--- src/rtl/core/partition_table_range_checker_core_macros.svh ---
// Assertion macros used by the partition table checker control RTL.
`ifndef PARTITION_TABLE_RANGE_CHECKER_CORE_MACROS_SVH
`define PARTITION_TABLE_RANGE_CHECKER_CORE_MACROS_SVH

// Same-cycle implication, sampled on clk and disabled during rst.
`define PTRC_ASSERT_IMP(label, ante, cons) \
  label: assert property (@(posedge clk) disable iff (rst) (ante) |-> (cons)) \
    else $error("ptrc: same-cycle check failed");

// Next-cycle implication, sampled on clk and disabled during rst.
`define PTRC_ASSERT_NXT(label, ante, cons) \
  label: assert property (@(posedge clk) disable iff (rst) (ante) |=> (cons)) \
    else $error("ptrc: next-cycle check failed");

`endif

--- src/rtl/core/ptrc_pkg.sv ---
// Types and constants of the partition table range checker.
package ptrc_pkg;

  localparam int KIND_W = 3;
  localparam int SLOT_W = 3;
  localparam int TYPE_W = 8;
  localparam int SECT_W = 32;
  localparam int CAP_W  = 33;

  localparam logic [KIND_W-1:0] KIND_CLEAR    = 3'd0;
  localparam logic [KIND_W-1:0] KIND_RAW      = 3'd1;
  localparam logic [KIND_W-1:0] KIND_ADD      = 3'd2;
  localparam logic [KIND_W-1:0] KIND_REMOVE   = 3'd3;
  localparam logic [KIND_W-1:0] KIND_QUERY    = 3'd4;
  localparam logic [KIND_W-1:0] KIND_VALIDATE = 3'd5;

  localparam logic [TYPE_W-1:0] STATUS_BOOT = 8'h80;
  localparam logic [TYPE_W-1:0] STATUS_NONE = 8'h00;

  localparam logic [SECT_W:0] SECT_MAX = {1'b0, {SECT_W{1'b1}}};

  typedef struct packed {
    logic [KIND_W-1:0] kind;
    logic [SLOT_W-1:0] slot;
    logic              skip_slot;
    logic [TYPE_W-1:0] part_type;
    logic [TYPE_W-1:0] status_byte;
    logic              bootable;
    logic [SECT_W-1:0] start_sector;
    logic [SECT_W-1:0] sect_len;
  } item_t;

  typedef struct packed {
    logic       success;
    logic [1:0] slot_used;
    logic       overlap_found;
    logic       table_valid;
    logic       fits_capacity;
  } result_t;

  typedef struct packed {
    logic load;
    logic scan_step;
    logic vload;
    logic vscan_step;
    logic apply;
  } cmd_t;

  typedef struct packed {
    logic [KIND_W-1:0] kind;
    logic              last_j;
    logic              last_i;
    logic              out_free;
  } status_t;

endpackage

--- src/rtl/core/ptrc_if.sv ---
// Valid/ready channel interfaces for items and results.
interface ptrc_item_if;
  import ptrc_pkg::*;
  logic              valid;
  logic              ready;
  logic [KIND_W-1:0] kind;
  logic [SLOT_W-1:0] slot;
  logic              skip_slot;
  logic [TYPE_W-1:0] part_type;
  logic [TYPE_W-1:0] status_byte;
  logic              bootable;
  logic [SECT_W-1:0] start_sector;
  logic [SECT_W-1:0] sect_len;

  modport source (output valid, kind, slot, skip_slot, part_type, status_byte, bootable,
                  start_sector, sect_len, input ready);
  modport sink (input valid, kind, slot, skip_slot, part_type, status_byte, bootable,
                start_sector, sect_len, output ready);
endinterface

interface ptrc_result_if;
  logic       valid;
  logic       ready;
  logic       success;
  logic [1:0] slot_used;
  logic       overlap_found;
  logic       table_valid;
  logic       fits_capacity;

  modport source (output valid, success, slot_used, overlap_found, table_valid,
                  fits_capacity, input ready);
  modport sink (input valid, success, slot_used, overlap_found, table_valid,
                fits_capacity, output ready);
endinterface

--- src/rtl/core/partition_table_range_checker_core.sv ---
// Top level of the partition table range checker.
//
// Items arrive on the item channel and each one gives exactly one transfer
// on the result channel; drive_capacity is written through cfg_write_en and
// cfg_write_data, which the user must do only while the block is idle; the
// block itself does not enforce this. An item is taken while the block is
// idle, then worked on by the sequencer: clear, raw write, remove and unused
// kinds go straight to the final step, add and overlap query step through the
// table comparing one entry per cycle, and validate loads each entry and then
// compares it against every other entry.
// The result register is loaded at the same edge at which the block is ready
// again, so the next item may be transferred while the last result waits.
// If the receiver stalls, the finished item holds in its final step until
// the result register is free; no further item is taken meanwhile.
// A synchronous reset empties the table, sets drive_capacity to zero and
// drops any pending result.
module partition_table_range_checker_core #(
  parameter int ENTRIES = 4
) (
  input  logic                       clk,
  input  logic                       rst,
  input  logic                       cfg_write_en,
  input  logic [ptrc_pkg::CAP_W-1:0] cfg_write_data,
  ptrc_item_if.sink                  item,
  ptrc_result_if.source              result
);
  import ptrc_pkg::*;

  item_t   item_data;
  cmd_t    cmd;
  status_t sts;
  result_t res;
  logic    ready;
  logic    out_valid;

  assign item_data.kind         = item.kind;
  assign item_data.slot         = item.slot;
  assign item_data.skip_slot    = item.skip_slot;
  assign item_data.part_type    = item.part_type;
  assign item_data.status_byte  = item.status_byte;
  assign item_data.bootable     = item.bootable;
  assign item_data.start_sector = item.start_sector;
  assign item_data.sect_len     = item.sect_len;

  ptrc_ctrl u_ctrl (
    .clk      (clk),
    .rst      (rst),
    .in_valid (item.valid),
    .in_kind  (item.kind),
    .in_ready (ready),
    .sts      (sts),
    .cmd      (cmd)
  );

  ptrc_datapath #(
    .ENTRIES (ENTRIES)
  ) u_datapath (
    .clk       (clk),
    .rst       (rst),
    .item_data (item_data),
    .cfg_we    (cfg_write_en),
    .cfg_data  (cfg_write_data),
    .cmd       (cmd),
    .sts       (sts),
    .out_ready (result.ready),
    .out_valid (out_valid),
    .res       (res)
  );

  assign item.ready           = ready;
  assign result.valid         = out_valid;
  assign result.success       = res.success;
  assign result.slot_used     = res.slot_used;
  assign result.overlap_found = res.overlap_found;
  assign result.table_valid   = res.table_valid;
  assign result.fits_capacity = res.fits_capacity;

endmodule

--- src/rtl/core/ptrc_ctrl.sv ---
// Sequencing state machine of the partition table checker.
`include "partition_table_range_checker_core_macros.svh"

module ptrc_ctrl (
  input  logic                      clk,
  input  logic                      rst,
  input  logic                      in_valid,
  input  logic [ptrc_pkg::KIND_W-1:0] in_kind,
  output logic                      in_ready,
  input  ptrc_pkg::status_t         sts,
  output ptrc_pkg::cmd_t            cmd
);
  import ptrc_pkg::*;

  localparam logic [2:0] S_IDLE  = 3'd0;
  localparam logic [2:0] S_SCAN  = 3'd1;
  localparam logic [2:0] S_VLOAD = 3'd2;
  localparam logic [2:0] S_VSCAN = 3'd3;
  localparam logic [2:0] S_APPLY = 3'd4;

  logic [2:0] state;
  logic [2:0] state_next;

  always_comb begin
    state_next = state;
    cmd        = '0;
    in_ready   = 1'b0;
    unique case (state)
      S_IDLE: begin
        in_ready = 1'b1;
        if (in_valid) begin
          cmd.load = 1'b1;
          if (in_kind == KIND_ADD || in_kind == KIND_QUERY) begin
            state_next = S_SCAN;
          end else if (in_kind == KIND_VALIDATE) begin
            state_next = S_VLOAD;
          end else begin
            state_next = S_APPLY;
          end
        end
      end
      S_SCAN: begin
        cmd.scan_step = 1'b1;
        if (sts.last_j) begin
          state_next = S_APPLY;
        end
      end
      S_VLOAD: begin
        cmd.vload  = 1'b1;
        state_next = S_VSCAN;
      end
      S_VSCAN: begin
        cmd.vscan_step = 1'b1;
        if (sts.last_j) begin
          state_next = sts.last_i ? S_APPLY : S_VLOAD;
        end
      end
      S_APPLY: begin
        if (sts.out_free) begin
          cmd.apply  = 1'b1;
          state_next = S_IDLE;
        end
      end
      default: begin
        state_next = S_IDLE;
      end
    endcase
  end

  always_ff @(posedge clk) begin
    if (rst) begin
      state <= S_IDLE;
    end else begin
      state <= state_next;
    end
  end

  `PTRC_ASSERT_NXT(a_busy_after_accept, in_valid && in_ready, !in_ready)
  `PTRC_ASSERT_IMP(a_one_command, 1'b1, $onehot0(cmd))
  `PTRC_ASSERT_IMP(a_scan_kind, state == S_SCAN, sts.kind == KIND_ADD || sts.kind == KIND_QUERY)
  `PTRC_ASSERT_IMP(a_validate_kind, state == S_VLOAD || state == S_VSCAN,
                   sts.kind == KIND_VALIDATE)

endmodule

--- src/rtl/core/ptrc_datapath.sv ---
// Partition table storage, range comparison unit and result register.
module ptrc_datapath #(
  parameter int ENTRIES = 4
) (
  input  logic                       clk,
  input  logic                       rst,
  input  ptrc_pkg::item_t            item_data,
  input  logic                       cfg_we,
  input  logic [ptrc_pkg::CAP_W-1:0] cfg_data,
  input  ptrc_pkg::cmd_t             cmd,
  output ptrc_pkg::status_t          sts,
  input  logic                       out_ready,
  output logic                       out_valid,
  output ptrc_pkg::result_t          res
);
  import ptrc_pkg::*;

  localparam int IDX_W = (ENTRIES > 1) ? $clog2(ENTRIES) : 1;
  localparam int SEL_W = (IDX_W > SLOT_W) ? IDX_W + 1 : SLOT_W + 1;
  localparam logic [IDX_W-1:0] LAST = IDX_W'(ENTRIES - 1);

  function automatic logic range_bad(input logic [SECT_W-1:0] s, input logic [SECT_W-1:0] c);
    return (c == '0) || (({1'b0, s} + {1'b0, c}) > SECT_MAX);
  endfunction

  logic [TYPE_W-1:0] ent_status [ENTRIES];
  logic [TYPE_W-1:0] ent_type   [ENTRIES];
  logic [SECT_W-1:0] ent_start  [ENTRIES];
  logic [SECT_W-1:0] ent_count  [ENTRIES];

  item_t             itm;
  logic [CAP_W-1:0]  cap;
  logic [SECT_W-1:0] probe_start;
  logic [SECT_W-1:0] probe_count;
  logic              probe_skip_en;
  logic [IDX_W-1:0]  probe_skip_idx;
  logic [IDX_W-1:0]  j;
  logic [IDX_W-1:0]  i;
  logic              ovl;
  logic              empty_found;
  logic [IDX_W-1:0]  empty_idx;
  logic              valid_acc;
  logic              fit_acc;
  logic              chk_en;

  logic [IDX_W-1:0]  rd_idx;
  logic [TYPE_W-1:0] rd_status;
  logic [TYPE_W-1:0] rd_type;
  logic [SECT_W-1:0] rd_start;
  logic [SECT_W-1:0] rd_count;
  logic [SECT_W:0]   rd_end;
  logic              rd_empty;
  logic              rd_bad;
  logic [SECT_W:0]   probe_end;
  logic              hit;
  logic              ovl_next;
  logic              entry_ok;
  logic              entry_fits;
  logic [SEL_W-1:0]  slot_w;
  logic              slot_ok;
  logic [IDX_W-1:0]  slot_idx;
  logic [SEL_W-1:0]  in_slot_w;
  logic              in_slot_ok;
  logic              add_ok;
  result_t           res_next;

  always_comb begin
    rd_idx     = cmd.vload ? i : j;
    rd_status  = ent_status[rd_idx];
    rd_type    = ent_type[rd_idx];
    rd_start   = ent_start[rd_idx];
    rd_count   = ent_count[rd_idx];
    rd_end     = {1'b0, rd_start} + {1'b0, rd_count};
    rd_empty   = (rd_type == '0);
    rd_bad     = range_bad(rd_start, rd_count);
    probe_end  = {1'b0, probe_start} + {1'b0, probe_count};
    hit        = !(probe_skip_en && (j == probe_skip_idx)) && !rd_empty &&
                 (rd_bad || (({1'b0, probe_start} < rd_end) && (probe_end > {1'b0, rd_start})));
    ovl_next   = ovl || hit;
    if (rd_empty) begin
      entry_ok = (rd_status == '0) && (rd_start == '0) && (rd_count == '0);
    end else begin
      entry_ok = ((rd_status == STATUS_NONE) || (rd_status == STATUS_BOOT)) &&
                 (rd_start != '0) && !rd_bad;
    end
    entry_fits = rd_empty || !(CAP_W'(rd_end) > cap);
    slot_w     = SEL_W'(itm.slot);
    slot_ok    = slot_w < SEL_W'(ENTRIES);
    slot_idx   = slot_w[IDX_W-1:0];
    in_slot_w  = SEL_W'(item_data.slot);
    in_slot_ok = in_slot_w < SEL_W'(ENTRIES);
    add_ok     = (itm.start_sector != '0) && !ovl && empty_found;
  end

  always_comb begin
    res_next = '0;
    unique case (itm.kind)
      KIND_CLEAR: begin
        res_next.success = 1'b1;
      end
      KIND_RAW, KIND_REMOVE: begin
        res_next.success = slot_ok;
      end
      KIND_ADD: begin
        res_next.success       = add_ok;
        res_next.overlap_found = ovl;
        res_next.slot_used     = add_ok ? 2'(empty_idx) : 2'd0;
      end
      KIND_QUERY: begin
        res_next.success       = 1'b1;
        res_next.overlap_found = ovl;
      end
      KIND_VALIDATE: begin
        res_next.success       = valid_acc;
        res_next.table_valid   = valid_acc;
        res_next.fits_capacity = valid_acc && fit_acc && (cap != '0);
      end
      default: begin
        res_next = '0;
      end
    endcase
  end

  always_ff @(posedge clk) begin
    if (rst) begin
      out_valid <= 1'b0;
      cap       <= '0;
      for (int k = 0; k < ENTRIES; k++) begin
        ent_status[k] <= '0;
        ent_type[k]   <= '0;
        ent_start[k]  <= '0;
        ent_count[k]  <= '0;
      end
    end else begin
      if (cfg_we) begin
        cap <= cfg_data;
      end
      if (cmd.apply) begin
        out_valid <= 1'b1;
        unique case (itm.kind)
          KIND_CLEAR: begin
            for (int k = 0; k < ENTRIES; k++) begin
              ent_status[k] <= '0;
              ent_type[k]   <= '0;
              ent_start[k]  <= '0;
              ent_count[k]  <= '0;
            end
          end
          KIND_RAW: begin
            if (slot_ok) begin
              ent_status[slot_idx] <= itm.status_byte;
              ent_type[slot_idx]   <= itm.part_type;
              ent_start[slot_idx]  <= itm.start_sector;
              ent_count[slot_idx]  <= itm.sect_len;
            end
          end
          KIND_ADD: begin
            if (add_ok) begin
              ent_status[empty_idx] <= itm.bootable ? STATUS_BOOT : STATUS_NONE;
              ent_type[empty_idx]   <= itm.part_type;
              ent_start[empty_idx]  <= itm.start_sector;
              ent_count[empty_idx]  <= itm.sect_len;
            end
          end
          KIND_REMOVE: begin
            if (slot_ok) begin
              ent_status[slot_idx] <= '0;
              ent_type[slot_idx]   <= '0;
              ent_start[slot_idx]  <= '0;
              ent_count[slot_idx]  <= '0;
            end
          end
          default: begin
          end
        endcase
      end else if (out_valid && out_ready) begin
        out_valid <= 1'b0;
      end
    end
  end

  always_ff @(posedge clk) begin
    if (cmd.load) begin
      itm            <= item_data;
      probe_start    <= item_data.start_sector;
      probe_count    <= item_data.sect_len;
      probe_skip_en  <= (item_data.kind == KIND_QUERY) && item_data.skip_slot && in_slot_ok;
      probe_skip_idx <= in_slot_w[IDX_W-1:0];
      ovl            <= range_bad(item_data.start_sector, item_data.sect_len);
      j              <= '0;
      i              <= '0;
      empty_found    <= 1'b0;
      empty_idx      <= '0;
      valid_acc      <= 1'b1;
      fit_acc        <= 1'b1;
      chk_en         <= 1'b0;
    end
    if (cmd.scan_step) begin
      ovl <= ovl_next;
      j   <= j + 1'b1;
      if (rd_empty && !empty_found) begin
        empty_found <= 1'b1;
        empty_idx   <= j;
      end
    end
    if (cmd.vload) begin
      valid_acc      <= valid_acc && entry_ok;
      fit_acc        <= fit_acc && entry_fits;
      chk_en         <= !rd_empty;
      probe_start    <= rd_start;
      probe_count    <= rd_count;
      probe_skip_en  <= 1'b1;
      probe_skip_idx <= i;
      ovl            <= rd_bad;
      j              <= '0;
    end
    if (cmd.vscan_step) begin
      ovl <= ovl_next;
      j   <= j + 1'b1;
      if (j == LAST) begin
        i <= i + 1'b1;
        if (chk_en && ovl_next) begin
          valid_acc <= 1'b0;
        end
      end
    end
    if (cmd.apply) begin
      res <= res_next;
    end
  end

  assign sts.kind     = itm.kind;
  assign sts.last_j   = (j == LAST);
  assign sts.last_i   = (i == LAST);
  assign sts.out_free = !out_valid || out_ready;

endmodule
--- src/flat_wrapper.sv ---
// flat-port wrapper written by rule: the top's interface ports become plain ports
module partition_table_range_checker_core_flat import ptrc_pkg::*;
#(
  parameter int ENTRIES = 4
)
  (clk, rst, cfg_write_en, cfg_write_data, item_valid, item_kind, item_slot, item_skip_slot, item_part_type, item_status_byte, item_bootable, item_start_sector, item_sect_len, item_ready, result_valid, result_success, result_slot_used, result_overlap_found, result_table_valid, result_fits_capacity, result_ready);
  ptrc_item_if item_i ();
  ptrc_result_if result_i ();
  input  logic clk;
  input  logic rst;
  input  logic cfg_write_en;
  input  logic [ptrc_pkg::CAP_W-1:0] cfg_write_data;
  input wire logic [$bits(item_i.valid)-1:0] item_valid;
  input wire logic [$bits(item_i.kind)-1:0] item_kind;
  input wire logic [$bits(item_i.slot)-1:0] item_slot;
  input wire logic [$bits(item_i.skip_slot)-1:0] item_skip_slot;
  input wire logic [$bits(item_i.part_type)-1:0] item_part_type;
  input wire logic [$bits(item_i.status_byte)-1:0] item_status_byte;
  input wire logic [$bits(item_i.bootable)-1:0] item_bootable;
  input wire logic [$bits(item_i.start_sector)-1:0] item_start_sector;
  input wire logic [$bits(item_i.sect_len)-1:0] item_sect_len;
  output wire logic [$bits(item_i.ready)-1:0] item_ready;
  output wire logic [$bits(result_i.valid)-1:0] result_valid;
  output wire logic [$bits(result_i.success)-1:0] result_success;
  output wire logic [$bits(result_i.slot_used)-1:0] result_slot_used;
  output wire logic [$bits(result_i.overlap_found)-1:0] result_overlap_found;
  output wire logic [$bits(result_i.table_valid)-1:0] result_table_valid;
  output wire logic [$bits(result_i.fits_capacity)-1:0] result_fits_capacity;
  input wire logic [$bits(result_i.ready)-1:0] result_ready;
  assign item_i.valid = item_valid;
  assign item_i.kind = item_kind;
  assign item_i.slot = item_slot;
  assign item_i.skip_slot = item_skip_slot;
  assign item_i.part_type = item_part_type;
  assign item_i.status_byte = item_status_byte;
  assign item_i.bootable = item_bootable;
  assign item_i.start_sector = item_start_sector;
  assign item_i.sect_len = item_sect_len;
  assign item_ready = item_i.ready;
  assign result_valid = result_i.valid;
  assign result_success = result_i.success;
  assign result_slot_used = result_i.slot_used;
  assign result_overlap_found = result_i.overlap_found;
  assign result_table_valid = result_i.table_valid;
  assign result_fits_capacity = result_i.fits_capacity;
  assign result_i.ready = result_ready;
  partition_table_range_checker_core #(.ENTRIES(ENTRIES)) u_core (.clk(clk), .rst(rst), .cfg_write_en(cfg_write_en), .cfg_write_data(cfg_write_data), .item(item_i), .result(result_i));
endmodule
--- config.mk ---
export PLATFORM = sky130hd
export DESIGN_NAME = partition_table_range_checker_core_flat
export DESIGN_NICKNAME = d
export VERILOG_FILES = /design/src/rtl/core/ptrc_pkg.sv /design/src/rtl/core/ptrc_if.sv /design/src/rtl/core/partition_table_range_checker_core.sv /design/src/rtl/core/ptrc_ctrl.sv /design/src/rtl/core/ptrc_datapath.sv /design/src/flat_wrapper.sv
export VERILOG_INCLUDE_DIRS = /design/src /design/src/rtl/core
export SDC_FILE = /design/constraint.sdc
export NUM_CORES = 1
export LEC_CHECK = 0
export BUFFER_PORTS_ARGS = -buffer_cell sky130_fd_sc_hd__buf_2
export CAP_MARGIN = 25
export CORE_ASPECT_RATIO = 1.4
export CORE_MARGIN = 2
export CORE_UTILIZATION = 40
export CTS_CLUSTER_DIAMETER = 100
export CTS_CLUSTER_SIZE = 40
export DETAILED_ROUTE_END_ITERATION = 12
export HOLD_SLACK_MARGIN = 0.12
export PLACE_DENSITY_LB_ADDON = 0.3
export SLEW_MARGIN = 15
export SYNTH_ARGS = -nofsm -noshare
export SYNTH_HDL_FRONTEND = slang
export SYNTH_SLANG_ARGS = --single-unit
export TNS_END_PERCENT = 50
--- constraint.sdc ---
create_clock -name clk -period 7.13 [get_ports clk]
set_input_delay 0.3565 -clock clk [delete_from_list [all_inputs] [get_ports clk]]
set_output_delay 0.3565 -clock clk [all_outputs]
set_load 0.02 [all_outputs]
==> flow_summary.toml <==
[outcome]
status = "finished, final reports clean"

[critical_path]
cp.required_ps = 7560
end_kind = "flop"
crit_fanout = 4
worst_path_max_delay_cell = "mux4_2"
slowest_delay_ps = 500
critPathArrivalTime_ps = 7260
startpoint_type = "flop"
path_class = "reg -> reg"

[routing]
top_layer = "met4"
vias_per_cell = 5.65
route.met3.wl_um = 4890
drt_first_iter_violations = 1919
vias = 19990
wl_um = 82600
wl_per_cell_um = 23.3
wl_met1_um = 34100
dr.pass1.iters = 5
ant_nets = 0
wl_met2_um = 39400
drc_errors = 0

[synth]
yosys_warnings = 0
syn_inst = 2357
avgSynthCellArea_um2 = 11.6
synthFlopType = "edfxtp_1"
netlist_area_um2 = 27300
ys_ff_latch = 528
seq_area_frac_synth_pct = 56.5
synth_edf_count = 484
ys_types = 69
async_reset_ff_share_pct = 0
syn_nets = 2676

[floorplanning]
initial_core_util_pct = 40.3
placeableCoreArea_um2 = 67700
die_x_um = 225
boundaryPins = 134
dieArea_um2 = 70300
die_h_um = 313
rows = 113

[placement]
finalWeightedCongestion = 0.959
postPlaceCellArea_um2 = 29700
dp_hpwl_um = 59800
placed_cells = 3383
port_buffers = 133

[cts]
htreeDepth = 1
numCtsBuffers = 19
cts_tree = "built"
cts_sinks = 528
clk_latency_ps = 600
clock-root-buffer = "clkbuf_16"
cts_buffer_depth = 3
cts.reportedPaths.clkPinSlew_ps = 150

[global_route]
grt_pass1_vias = 19710
grt_max_degree = 92
grt_usage_pct = 23.3
antenna_found_initial = 0
grt_overflow = 0
grt_pass1_wl_um = 123000

[timing]
hold_viol_final = 0
worst_pin_slew_ps = 1000
period_minus_slack_ps = 6820
timing.fmax_mhz = 147
maxSlewViolCount = 0
finalSetupViolations = 0
relSlewSlack_pct = 32.7
post-route-period-util_pct = 95.7
fin_skew_ps = 50.1
rsz0062_at_grt = "no"

[finish]
syn2layout_area_growth_pct = 16.4
drive_gt1_share_pct = 14.4
finalInstanceArea_um2 = 31800
fin_nets = 2986
final_cells = 3539

[run]
cap_violations = 0

[power_and_ir_drop]
leakage_nw = 12.8
irDropWorstVdd_mv = 0.150
p_per_area_nw_per_um2 = 248

[worst_hold_path]
min_path_type = "in -> reg"
==> per-stage QoR <==
stage | util [%] | hold WS [ps] | power, mW | setup slack [ps] | setup TNS, ps
after global routing | 46.9 | 126 | 8.30 | 12.9 | 0
after CTS | 46.7 | 135 | 7.88 | 1.25 | 0
after detailed placement | 43.9 | 483 | 6.26 | -124 | -124
after floorplan | - | 433 | 5.31 | 93.4 | 0
final | 46.9 | 168 | 7.88 | 309 | 0
after global placement | 43.9 | 449 | 6.21 | 22.6 | 0
==> cells in the final DEF, fill, tap and decap left out, types with 7 or more instances in the layout <==
cell	n
nor2_1	421
edfxtp_1	484
and3_1	14
nor2b_1	27
a31oi_1	8
mux2i_1	36
nand2_1	258
dfxtp_1	44
inv_1	117
nand3_1	29
a211oi_1	9
xnor2_1	41
dlygate4sd3_1	121
clkbuf_16	20
nor3_1	23
mux4_2	63
buf_2	133
nor4_1	54
o21ai_0	82
o211ai_1	11
nand4_1	28
o21a_1	20
and2_1	11
xor2_1	17
nand2b_1	17
buf_4	111
a21oi_1	90
a21o_1	54
o21bai_1	7
ha_1	190
==> what timing repair did <==
item	4_1_cts	5_1_grt
setup endpoints to repair	1	2
endpoints found under the hold margin	145	0
setup buffers	2	0
gates cloned	0	1
hold buffers	121	0
pin swaps	3	4
resized for setup	2	23
==> cell type report <==
type                    count  area, um2
repair buffers            374       2900
fillers                  6084      36000
flip-flops and latches    528      15400
well taps                 862       1080
diodes                      1       2.50
inverters                 118        445
clock inverters             7        165
multi-input cells        1626      11300
clock buffers              23        490
==> synth_stat cells, drive strengths merged (27+ instances only) <==
cell | count | area, um2
nor2 | 422 | 1580
a21o | 54 | 405
nand2 | 266 | 998
edfxtp | 484 | 14500
clkbuf | 69 | 259
nand4 | 28 | 175
nor2b | 27 | 169
o21ai | 92 | 460
ha | 190 | 2380
inv | 118 | 443
nor4 | 54 | 338
mux4 | 63 | 1420
dfxtp | 44 | 881
nand3 | 31 | 155
mux2i | 38 | 393
a21oi | 93 | 465
xnor2 | 41 | 359
==> cells by family after synthesis <==
| group | share of synthesized area [%] |
|---|---|
| fa+ha+maj | 8.98 |
| buf+inv | 2.87 |
| flops | 56.5 |
| mux | 6.77 |
| xor+xnor | 1.93 |
| compound gates | 8.17 |
| simple gates | 14.8 |
==> layer usage <==
metal / track usage (%) / vias up
li1: - / 9190
met1: 31.1 / 9863
met2: 38.8 / 785
met3: 2.06 / 152
met4: 10.4 / 0
met5: 0 / -
==> registers in the layout, summed over array words and instances, names as in the netlist, 2 cells and up <==
| register | flops |
|---|---|
| u_core.u_datapath.res | 6 |
| u_core.u_datapath.sts | 3 |
| u_core.u_datapath.ent_count | 128 |
| u_core.u_datapath.ent_status | 32 |
| u_core.u_datapath.i | 2 |
| u_core.u_datapath.j | 2 |
| u_core.u_datapath.ent_type | 32 |
| u_core.u_datapath.empty_idx | 2 |
| u_core.u_datapath.ent_start | 128 |
| u_core.u_datapath.itm | 84 |
| u_core.u_ctrl.state | 3 |
| u_core.u_datapath.cap | 33 |
| u_core.u_datapath.probe_skip_idx | 2 |
| u_core.u_datapath.probe_count | 32 |
| u_core.u_datapath.probe_start | 32 |
==> path summary, 6_finish.rpt <==
check | startpoint | end | slack [ps] | depth (start not counted)
max | u_core.u_ctrl.state[0]$_SDFFE_PP0P_ | u_core.u_datapath.ovl$_DFFE_PP_ | 310 | 31
min | item_sect_len[31] | u_core.u_datapath.itm[31]$_DFFE_PP_ | 170 | 1
max reg2reg | u_core.u_ctrl.state[0]$_SDFFE_PP0P_ | u_core.u_datapath.ovl$_DFFE_PP_ | 310 | 31
min reg2reg | u_core.u_datapath.chk_en$_SDFFCE_PP0P_ | u_core.u_datapath.valid_acc$_DFF_P_ | 500 | 1
==> worst max-delay path: cells and delay by family (launching register included) <==
family	cells	cell delay, ps
xor gates and xnor gates	1	150
AOI/OAI and AO/OA	14	2620
DFF	1	370
adders and majority gates	3	960
and+or+nand+nor	4	760
buffers and inverters	6	790
muxes	3	960
==> report_power, final <==
part / total (mW) / switching (mW) / internal, mW
combinational: 2.62 / 1.52 / 1.10
clock: 1.58 / 1.00 / 0.573
sequential: 3.69 / 0.0956 / 3.59
Power figures use the tool's default switching activity.
